==> src/design/mdesc_pkg.sv <==
`default_nettype none

package mdesc_pkg;

    // Character codes
    localparam logic [7:0] CH_LT     = 8'h3C;  // <
    localparam logic [7:0] CH_GT     = 8'h3E;  // >
    localparam logic [7:0] CH_EQ     = 8'h3D;  // =
    localparam logic [7:0] CH_MINUS  = 8'h2D;  // -
    localparam logic [7:0] CH_EXCL   = 8'h21;  // !
    localparam logic [7:0] CH_COL    = 8'h3A;  // :
    localparam logic [7:0] CH_BSLASH = 8'h5C;  // backslash
    localparam logic [7:0] CH_TICK   = 8'h60;  // `
    localparam logic [7:0] CH_STAR   = 8'h2A;  // *
    localparam logic [7:0] CH_LBRACE = 8'h7B;  // {
    localparam logic [7:0] CH_RBRACE = 8'h7D;  // }
    localparam logic [7:0] CH_LBRACK = 8'h5B;  // [
    localparam logic [7:0] CH_RBRACK = 8'h5D;  // ]

    // Input request and output result
    typedef struct packed {
        logic [7:0] char_in;
        logic       end_of_text;
    } in_item_t;

    typedef struct packed {
        logic [7:0] char_out;
        logic       run_last;
        logic       text_last;
    } out_item_t;

    // Held-character state of the lookahead
    typedef enum logic [6:0] {
        HOLD_NONE  = 7'b0000001,
        HOLD_LT    = 7'b0000010,
        HOLD_GT    = 7'b0000100,
        HOLD_EQ    = 7'b0001000,
        HOLD_MINUS = 7'b0010000,
        HOLD_EXCL  = 7'b0100000,
        HOLD_COL   = 7'b1000000
    } hold_t;

    // Entity codes
    typedef enum logic [3:0] {
        ENT_LE  = 4'd0,
        ENT_LA  = 4'd1,
        ENT_LL  = 4'd2,
        ENT_GE  = 4'd3,
        ENT_GG  = 4'd4,
        ENT_RA2 = 4'd5,
        ENT_EQ  = 4'd6,
        ENT_RA  = 4'd7,
        ENT_NE  = 4'd8,
        ENT_CC  = 4'd9,
        ENT_CE  = 4'd10
    } ent_t;

    // Classified work for one request, passed from front to back.
    // Output order: entity, or held(pre) [\] ch, then held(post).
    typedef struct packed {
        logic       ent_hit;
        ent_t       ent;
        hold_t      pre;
        logic       esc;
        logic       ch_v;
        logic [7:0] ch;
        hold_t      post;
        logic       eot;
    } job_t;

    // Up to eight bytes, first byte in the top byte lane
    typedef struct packed {
        logic [63:0] data;
        logic [3:0]  len;
    } seq_t;

    function automatic seq_t ent_text(ent_t e);
        seq_t s;
        s.data = '0;
        s.len  = 4'd7;
        unique case (e)
            ENT_LE:  s.data = {"&#8804;", 8'h00};
            ENT_LA:  begin s.data = "&#10229;"; s.len = 4'd8; end
            ENT_LL:  s.data = {"&#8810;", 8'h00};
            ENT_GE:  s.data = {"&#8805;", 8'h00};
            ENT_GG:  s.data = {"&#8811;", 8'h00};
            ENT_RA2: begin s.data = "&#10233;"; s.len = 4'd8; end
            ENT_EQ:  s.data = {"&#8801;", 8'h00};
            ENT_RA:  begin s.data = "&#10230;"; s.len = 4'd8; end
            ENT_NE:  s.data = {"&#8800;", 8'h00};
            ENT_CC:  s.data = {"&#8759;", 8'h00};
            ENT_CE:  s.data = {"&#8788;", 8'h00};
            default: s.len = 4'd0;
        endcase
        return s;
    endfunction

endpackage

`default_nettype wire

==> src/design/markdown_escape_digraph_transducer_top.sv <==
`default_nettype none
// With queue and output register idle, a request's job is written into the job queue and
// then loaded into the output register, which drives the result ports.
// Throughput: one result byte per cycle while pop keeps up, set by the single output register;
// a request produces 0 to 8 bytes; one-byte requests go back to back.
// The job queue (QUEUE_DEPTH entries) lets input continue while an entity expansion drains.
// Reset: asynchronous, active low; clears held byte, queue and output valid; no clearing pass.
module markdown_escape_digraph_transducer_top #(
    parameter int QUEUE_DEPTH = 4
) (
    input  wire logic                 clk,
    input  wire logic                 rst_n,
    input  wire logic                 push,
    output logic                      full,
    input  wire mdesc_pkg::in_item_t  item,
    output logic                      empty,
    input  wire logic                 pop,
    output mdesc_pkg::out_item_t      result
);

    import mdesc_pkg::*;

    logic  accept;
    job_t  f_job;
    logic  f_job_valid;
    logic  [$bits(job_t)-1:0] q_rd_data;
    logic  q_empty;
    logic  q_full;
    logic  q_pop;
    logic  result_valid;

    assign accept = push && !full;
    assign full   = q_full;
    assign empty  = !result_valid;

    // Front: hold lookahead state and classify each request
    mdesc_front u_front (
        .clk       (clk),
        .rst_n     (rst_n),
        .accept    (accept),
        .item      (item),
        .job       (f_job),
        .job_valid (f_job_valid)
    );

    // Job queue between front and back
    mdesc_fifo #(
        .WIDTH ($bits(job_t)),
        .DEPTH (QUEUE_DEPTH)
    ) u_queue (
        .clk     (clk),
        .rst_n   (rst_n),
        .wr_en   (f_job_valid),
        .wr_data (f_job),
        .rd_en   (q_pop),
        .rd_data (q_rd_data),
        .empty   (q_empty),
        .full    (q_full)
    );

    // Back: expand jobs into result bytes
    mdesc_back u_back (
        .clk          (clk),
        .rst_n        (rst_n),
        .job          (job_t'(q_rd_data)),
        .job_valid    (!q_empty),
        .job_take     (q_pop),
        .result       (result),
        .result_valid (result_valid),
        .result_take  (pop)
    );

    // Back never takes a job from an empty queue
    a_no_pop_empty: assert property (@(posedge clk) disable iff (!rst_n)
        q_pop |-> !q_empty)
        else $error("job taken from empty queue");

    // Front never writes into a full queue
    a_no_push_full: assert property (@(posedge clk) disable iff (!rst_n)
        f_job_valid |-> !q_full)
        else $error("job written into full queue");

    // A job into an idle back end passes through the queue and is loaded into the output register
    a_idle_latency: assert property (@(posedge clk) disable iff (!rst_n)
        (f_job_valid && q_empty && empty) |-> ##2 !empty)
        else $error("result missing after idle request");

endmodule

`default_nettype wire

==> src/design/mdesc_fifo.sv <==
`default_nettype none

module mdesc_fifo #(
    parameter int WIDTH = 8,
    parameter int DEPTH = 4
) (
    input  wire logic             clk,
    input  wire logic             rst_n,
    input  wire logic             wr_en,
    input  wire logic [WIDTH-1:0] wr_data,
    input  wire logic             rd_en,
    output logic      [WIDTH-1:0] rd_data,
    output logic                  empty,
    output logic                  full
);

    localparam int PTR_W = (DEPTH > 1) ? $clog2(DEPTH) : 1;
    localparam int CNT_W = $clog2(DEPTH + 1);
    localparam logic [PTR_W-1:0] PTR_LAST = PTR_W'(DEPTH - 1);
    localparam logic [CNT_W-1:0] CNT_FULL = CNT_W'(DEPTH);

    logic [WIDTH-1:0] mem_reg [DEPTH];
    logic [PTR_W-1:0] wr_ptr_reg, wr_ptr_next;
    logic [PTR_W-1:0] rd_ptr_reg, rd_ptr_next;
    logic [CNT_W-1:0] count_reg, count_next;

    assign empty   = (count_reg == '0);
    assign full    = (count_reg == CNT_FULL);
    assign rd_data = mem_reg[rd_ptr_reg];

    // Pointer and fill count update
    always_comb
    begin
        wr_ptr_next = wr_ptr_reg;
        rd_ptr_next = rd_ptr_reg;
        count_next  = count_reg;
        if (wr_en)
        begin
            wr_ptr_next = (wr_ptr_reg == PTR_LAST) ? '0 : wr_ptr_reg + 1'b1;
        end
        if (rd_en)
        begin
            rd_ptr_next = (rd_ptr_reg == PTR_LAST) ? '0 : rd_ptr_reg + 1'b1;
        end
        if (wr_en && !rd_en)
        begin
            count_next = count_reg + 1'b1;
        end
        else if (rd_en && !wr_en)
        begin
            count_next = count_reg - 1'b1;
        end
    end

    always_ff @(posedge clk or negedge rst_n)
    begin
        if (!rst_n)
        begin
            wr_ptr_reg <= '0;
            rd_ptr_reg <= '0;
            count_reg  <= '0;
        end
        else
        begin
            wr_ptr_reg <= wr_ptr_next;
            rd_ptr_reg <= rd_ptr_next;
            count_reg  <= count_next;
        end
    end

    // Storage, no reset
    always_ff @(posedge clk)
    begin
        if (wr_en)
        begin
            mem_reg[wr_ptr_reg] <= wr_data;
        end
    end

endmodule

`default_nettype wire

==> src/design/mdesc_front.sv <==
`default_nettype none

module mdesc_front (
    input  wire logic               clk,
    input  wire logic               rst_n,
    input  wire logic               accept,
    input  wire mdesc_pkg::in_item_t item,
    output mdesc_pkg::job_t         job,
    output logic                    job_valid
);

    import mdesc_pkg::*;

    typedef struct packed {
        logic hit;
        ent_t ent;
    } match_t;

    hold_t pending_mode_reg, pending_mode_next;
    hold_t hold_after;
    match_t pair;

    // Known pair of held character and current byte
    function automatic match_t pair_match(hold_t h, logic [7:0] c);
        match_t m;
        m.hit = 1'b0;
        m.ent = ENT_LE;
        unique case (h)
            HOLD_LT:
            begin
                if (c == CH_EQ)         begin m.hit = 1'b1; m.ent = ENT_LE; end
                else if (c == CH_MINUS) begin m.hit = 1'b1; m.ent = ENT_LA; end
                else if (c == CH_LT)    begin m.hit = 1'b1; m.ent = ENT_LL; end
            end
            HOLD_GT:
            begin
                if (c == CH_EQ)      begin m.hit = 1'b1; m.ent = ENT_GE; end
                else if (c == CH_GT) begin m.hit = 1'b1; m.ent = ENT_GG; end
            end
            HOLD_EQ:
            begin
                if (c == CH_GT)      begin m.hit = 1'b1; m.ent = ENT_RA2; end
                else if (c == CH_EQ) begin m.hit = 1'b1; m.ent = ENT_EQ; end
            end
            HOLD_MINUS:
            begin
                if (c == CH_GT) begin m.hit = 1'b1; m.ent = ENT_RA; end
            end
            HOLD_EXCL:
            begin
                if (c == CH_EQ) begin m.hit = 1'b1; m.ent = ENT_NE; end
            end
            HOLD_COL:
            begin
                if (c == CH_COL)     begin m.hit = 1'b1; m.ent = ENT_CC; end
                else if (c == CH_EQ) begin m.hit = 1'b1; m.ent = ENT_CE; end
            end
            default: m.hit = 1'b0;
        endcase
        return m;
    endfunction

    // Bytes that open a lookahead
    function automatic hold_t start_hold(logic [7:0] c);
        hold_t h;
        unique case (c)
            CH_LT:    h = HOLD_LT;
            CH_GT:    h = HOLD_GT;
            CH_EQ:    h = HOLD_EQ;
            CH_MINUS: h = HOLD_MINUS;
            CH_EXCL:  h = HOLD_EXCL;
            CH_COL:   h = HOLD_COL;
            default:  h = HOLD_NONE;
        endcase
        return h;
    endfunction

    // Bytes that take a backslash prefix
    function automatic logic needs_esc(logic [7:0] c);
        return (c == CH_BSLASH) || (c == CH_TICK) || (c == CH_STAR) ||
               (c == CH_LBRACE) || (c == CH_RBRACE) ||
               (c == CH_LBRACK) || (c == CH_RBRACK);
    endfunction

    // Classify the request against the held character
    always_comb
    begin
        pair        = pair_match(pending_mode_reg, item.char_in);
        job.ent_hit = 1'b0;
        job.ent     = pair.ent;
        job.pre     = HOLD_NONE;
        job.esc     = 1'b0;
        job.ch_v    = 1'b0;
        job.ch      = item.char_in;
        job.post    = HOLD_NONE;
        job.eot     = item.end_of_text;
        hold_after  = HOLD_NONE;

        if (pending_mode_reg != HOLD_NONE)
        begin
            if (pair.hit)
            begin
                job.ent_hit = 1'b1;
            end
            else
            begin
                job.pre  = pending_mode_reg;
                job.ch_v = 1'b1;
            end
        end
        else
        begin
            hold_after = start_hold(item.char_in);
            if (hold_after == HOLD_NONE)
            begin
                job.ch_v = 1'b1;
                job.esc  = needs_esc(item.char_in);
            end
        end

        // end of text flushes a newly held character
        if (item.end_of_text)
        begin
            job.post   = hold_after;
            hold_after = HOLD_NONE;
        end

        pending_mode_next = accept ? hold_after : pending_mode_reg;
        job_valid = accept && (job.ent_hit || job.ch_v || job.eot);
    end

    always_ff @(posedge clk or negedge rst_n)
    begin
        if (!rst_n)
        begin
            pending_mode_reg <= HOLD_NONE;
        end
        else
        begin
            pending_mode_reg <= pending_mode_next;
        end
    end

endmodule

`default_nettype wire

==> src/design/mdesc_back.sv <==
`default_nettype none

module mdesc_back (
    input  wire logic                clk,
    input  wire logic                rst_n,
    input  wire mdesc_pkg::job_t     job,
    input  wire logic                job_valid,
    output logic                     job_take,
    output mdesc_pkg::out_item_t     result,
    output logic                     result_valid,
    input  wire logic                result_take
);

    import mdesc_pkg::*;

    typedef struct packed {
        logic [1:0] len;
        logic [7:0] b0;
        logic [7:0] b1;
    } held_t;

    seq_t        exp_seq;
    logic [63:0] shifted;
    logic [7:0]  cur_byte;
    logic        cur_last;
    logic        advance;

    logic [2:0]  idx_reg, idx_next;
    logic        out_valid_reg, out_valid_next;
    out_item_t   out_reg, out_next;

    // Held character written when no pair matched
    function automatic held_t held_text(hold_t h);
        held_t t;
        t.len = 2'd1;
        t.b0  = 8'h00;
        t.b1  = 8'h00;
        unique case (h)
            HOLD_LT:    t.b0 = CH_LT;
            HOLD_GT:    begin t.len = 2'd2; t.b0 = CH_BSLASH; t.b1 = CH_GT; end
            HOLD_EQ:    t.b0 = CH_EQ;
            HOLD_MINUS: t.b0 = CH_MINUS;
            HOLD_EXCL:  begin t.len = 2'd2; t.b0 = CH_BSLASH; t.b1 = CH_EXCL; end
            HOLD_COL:   t.b0 = CH_COL;
            default:    t.len = 2'd0;
        endcase
        return t;
    endfunction

    // Expand a job into its byte sequence
    function automatic seq_t expand(job_t j);
        seq_t  s;
        held_t hp;
        held_t hq;
        s  = ent_text(j.ent);
        hp = held_text(j.pre);
        hq = held_text(j.post);
        if (!j.ent_hit)
        begin
            s.data = '0;
            s.len  = 4'd0;
            if (hp.len != 2'd0)
            begin
                s.data = s.data | ({hp.b0, 56'h0} >> {s.len, 3'b000});
                s.len  = s.len + 4'd1;
            end
            if (hp.len == 2'd2)
            begin
                s.data = s.data | ({hp.b1, 56'h0} >> {s.len, 3'b000});
                s.len  = s.len + 4'd1;
            end
            if (j.esc)
            begin
                s.data = s.data | ({CH_BSLASH, 56'h0} >> {s.len, 3'b000});
                s.len  = s.len + 4'd1;
            end
            if (j.ch_v)
            begin
                s.data = s.data | ({j.ch, 56'h0} >> {s.len, 3'b000});
                s.len  = s.len + 4'd1;
            end
            if (hq.len != 2'd0)
            begin
                s.data = s.data | ({hq.b0, 56'h0} >> {s.len, 3'b000});
                s.len  = s.len + 4'd1;
            end
            if (hq.len == 2'd2)
            begin
                s.data = s.data | ({hq.b1, 56'h0} >> {s.len, 3'b000});
                s.len  = s.len + 4'd1;
            end
        end
        return s;
    endfunction

    // Current byte of the head job
    always_comb
    begin
        exp_seq  = expand(job);
        shifted  = exp_seq.data << {idx_reg, 3'b000};
        cur_byte = shifted[63:56];
        cur_last = ({1'b0, idx_reg} == (exp_seq.len - 4'd1));
    end

    // Output register loads when empty or being drained
    assign advance  = job_valid && (!out_valid_reg || result_take);
    assign job_take = advance && cur_last;

    always_comb
    begin
        idx_next       = idx_reg;
        out_valid_next = out_valid_reg;
        out_next       = out_reg;
        if (advance)
        begin
            out_valid_next     = 1'b1;
            out_next.char_out  = cur_byte;
            out_next.run_last  = cur_last;
            out_next.text_last = cur_last && job.eot;
            idx_next           = cur_last ? 3'd0 : idx_reg + 3'd1;
        end
        else if (result_take)
        begin
            out_valid_next = 1'b0;
        end
    end

    always_ff @(posedge clk or negedge rst_n)
    begin
        if (!rst_n)
        begin
            idx_reg       <= 3'd0;
            out_valid_reg <= 1'b0;
        end
        else
        begin
            idx_reg       <= idx_next;
            out_valid_reg <= out_valid_next;
        end
    end

    always_ff @(posedge clk)
    begin
        out_reg <= out_next;
    end

    assign result       = out_reg;
    assign result_valid = out_valid_reg;

endmodule

`default_nettype wire
==> config.mk <==
export PLATFORM = sky130hd
export DESIGN_NAME = markdown_escape_digraph_transducer_top
export DESIGN_NICKNAME = d
export VERILOG_FILES = /design/src/design/mdesc_pkg.sv /design/src/design/markdown_escape_digraph_transducer_top.sv /design/src/design/mdesc_fifo.sv /design/src/design/mdesc_front.sv /design/src/design/mdesc_back.sv
export SDC_FILE = /design/constraint.sdc
export NUM_CORES = 1
export LEC_CHECK = 0
export ABC_AREA = 1
export BUFFER_PORTS_ARGS = -buffer_cell sky130_fd_sc_hd__buf_2
export CORE_ASPECT_RATIO = 0.7
export CORE_MARGIN = 2
export CORE_UTILIZATION = 51
export DETAILED_ROUTE_END_ITERATION = 12
export PLACE_DENSITY = 0.72
export SLEW_MARGIN = 10
export SYNTH_ARGS = -nofsm -noshare
export SYNTH_HDL_FRONTEND = slang
export SYNTH_SLANG_ARGS = --single-unit
==> constraint.sdc <==
create_clock -name clk -period 14.35 [get_ports clk]
set_input_delay 0 -clock clk [delete_from_list [all_inputs] [get_ports clk]]
set_output_delay 0 -clock clk [all_outputs]
set_load 0.005 [all_outputs]
==> results.txt <==
----------------------------------------------------
[Hold path]
  Hold Path Class ... in2async

[GRT]
  Largest net degree at the start of global routing ... 65
  Number of antenna violations at the first check in global routing ... 0
  Overall track demand over capacity in global routing ... 31.0%
  First-pass GRT wire length ... 46,300 um
  Leftover overflow at the end of global routing ... 0
  Via count of the first global-routing pass ... 8,108

[STA]
  Minimum period implied by the final worst setup slack ... 7.31 ns
  Fmax ... 137 MHz
  Clock skew ... 0.0215 ns
  Setup TNS ... 0 ns
  Worst-margin pin slew ... 1.15 ns
  Portion of the clock cycle consumed by the worst path in the final layout ... 50.9%
  Setup Viol. Count Final ... 0
  Slew Limit Headroom ... 22.3%
  Max-slew violations ... 0
  RSZ-0062 raised after global routing ... no
  Fin. Hold Viols ... 0
  Setup slack of the critical path after layout ... 7.04 ns

[Clock network]
  Post-CTS Setup Bufs ... 0
  Hold Buf Count CTS ... 11
  CTS tree ... built
  Clock-pin transition on the worst setup and hold timing paths ... 0.08 ns
  TritonCTS sink count ... 148
  Total of cells resized after clock tree synthesis ... 0
  Clock latency on the worst-skew pair ... 0.44 ns
  Number of buffers on the longest clock path ... 2
  Clock Tree Root ... clkbuf_16
  Inserted Clock Buffers ... 17
  H-tree lvl count ... 4

[Layout]
  Post-route standard cell area excluding fillers ... 10,500 um2
  Most used cells in the layout excluding fill and tap cells ... nand2_1 (371), nor2_1 (134), edfxtp_1 (130)
  Area delta synth->final ... 10.6%
  Number of nets in the finished design ... 1,253
  Sequential Area ... 4360 um2
  Footprint of the multi-input gates ... 4510 um2
  Antenna fix cells ... 0
  Layout cells sized above 1 ... 12.7%
  Most common cell after layout, fill and taps aside ... nand2_1
  Fillers ... 1,693
  Flip-flop count of the largest register, all copies and words added ... 120

[Die]
  Die Wd ... 167 um
  Overall die area ... 19,800 um2
  FP Rows ... 41
  DIE HEIGHT ... 118 um
  I/O pins ... 25
  Core outline area ... 18,200 um2
  Initial Util ... 52.5%

[Critical path]
  Type of the setup path with the least slack ... reg2reg
  Slowest stage cell on the critical path ... xor2_1
  Critical path launch point ... u_queue.rd_ptr_reg[1]
  CP endpoint kind ... register
  Launch instance of the worst register-to-register path ... u_queue.rd_ptr_reg[1]
  WP data required ... 14.68 ns
  Max incr delay on CP ... 0.68 ns
  Biggest fanout along the worst timing path ... 44
  Type of element launching the critical path ... register
  Arrival @ worst endpoint ... 7.64 ns

[Placed design]
  Routability congestion estimate from global placement ... 0.970
  Setup Slack @ Placement ... 7.22 ns
  Half-perimeter wire length after detailed placement ... 21,600 um
  Number of I/O port buffers ... 24
  Placed inst area ... 9800 um2

[Synth]
  Most used flip-flop cell after synthesis ... edfxtp_1
  Fraction of the yosys area taken by sequential cells ... 45.6%
  Distinct cell type count after synthesis ... 61
  Yosys warns ... 0
  Async set-reset flop share out of synthesis ... 12.2%
  Synthesized Nets ... 1,229
  Number of storage elements in the synthesis netlist ... 148
  Library cell with the largest summed area after synthesis ... edfxtp_1
  Summed instance area of the synthesized netlist ... 9540 um2
  Share of Yosys cell area claimed by the top area cell type ... 40.9%
  Average cell area after synthesis ... 7.94 um2
  Synth Instances ... 1,202
  Biggest area contributors in the synthesized netlist ... edfxtp_1 (41%), nand2_1 (15%), nand3_1 (5.6%), nor2_1 (5.4%), dfrtp_1 (4.5%)
  Number of synthesized flops with an enable pin ... 130

[Job]
  Total of max-cap violations ... 0

[Power and ir drop]
  Cell Pwr Density ... 247 nW/um2
  Leakage power ... 4.43 nW
  Max rail drop VDD ... 0.211 mV
  Final total power ... 2.60 mW

[Detailed routing]
  DRC violation count after routing ... 0
  Mean number of vias per cell ... 5.99
  Via count ... 8,832
  Total wire length ... 30,100 um
  Number of nets with antenna violations after routing ... 0
  Number of DRC markers after the initial detailed-route iteration ... 1,318
  First-pass iteration count of the detailed router ... 5
  Routed wire length per instance ... 20.4 um

[Outcome]
  Status ... finished clean

----------------------------------------------------
## per-layer routing
layer	vias to the layer above	part of all wire, %	global-route usage [%]
met3	52	13	9.65
met4	0	2.1	8.91
met5	-	0	0
met1	4141	45	47.5
met2	523	40	41.5
li1	4116	-	-
## synthesized netlist by cell type, types with 9 or more instances
cell type  instances
a21oi_1           36
buf_2              9
buf_4             10
clkbuf_1          13
dfrtp_1           17
edfxtp_1         130
ha_1              13
inv_1             85
inv_2             19
nand2_1          371
nand2_2           17
nand3_1          106
nor2_1           138
nor3_1            13
nor4_1             9
o21ai_0           54
o21ai_1           18
o22ai_1           20
## cell families after synthesis
family / after synthesis / share of synthesized area [%]
AOI/OAI and AO/OA: 166 / 10.5
buffers and inverters: 153 / 7.16
and+or+nand+nor: 710 / 33.5
adders and majority gates: 14 / 1.91
DFF: 148 / 45.6
muxes: 1 / 0.118
xor gates and xnor gates: 10 / 1.19
## final timing paths
kind	end	slack [ns]	cells after the start
max	u_queue.count_reg[1]	7.04	32
min	u_back.idx_reg[0]	0.04	2
max reg2reg	u_queue.count_reg[1]	7.04	32
min reg2reg	u_queue.count_reg[0]	0.53	1
max in group asynchronous	u_front.pending_mode_reg[0]	13.93	2
min in group clk	u_front.pending_mode_reg[0]	0.22	4
## worst max-delay path, delay by kind of cell (launching register included)
| kind | cells | cell delay (ns) |
|---|---|---|
| AO/OA/AOI/OAI | 2 | 0.30 |
| multiplexers | 1 | 0.26 |
| buffers and inverters | 6 | 1.24 |
| flip-flops | 1 | 0.39 |
| AND/OR/NAND/NOR | 15 | 2.25 |
| adder cells (fa/ha/maj) | 6 | 1.89 |
| XOR/XNOR | 2 | 0.83 |
## cell type report
class                           instances  share of cell area, %
Inverter                              113                   4.16
Sequential cell                       148                   41.3
Multi-Input combinational cell        901                   42.8
Clock inverter                         15                   2.03
Clock buffer                           17                   4.03
Timing Repair Buffer                   45                   2.89
Tap cell                              236                   2.80
## through the flow
| step | cells | utilization, % | hold WS (ns) |
|---|---|---|---|
| 2_1_floorplan | 1202 | - | -0.296 |
| 3_3_place_gp | 1432 | 54.0 | -0.0285 |
| 3_5_place_dp | 1432 | 54.0 | -0.0202 |
| 4_1_cts | 1475 | 58.1 | 0.0469 |
| 5_1_grt | 1475 | 58.1 | 0.0728 |
| 6_report | 1475 | 58.1 | 0.0405 |
## power by group
part	internal (mW)	switching (mW)
clock network	0.283	0.202
logic	0.404	1.09
registers	0.584	0.0427
Power figures use the tool's default switching activity.
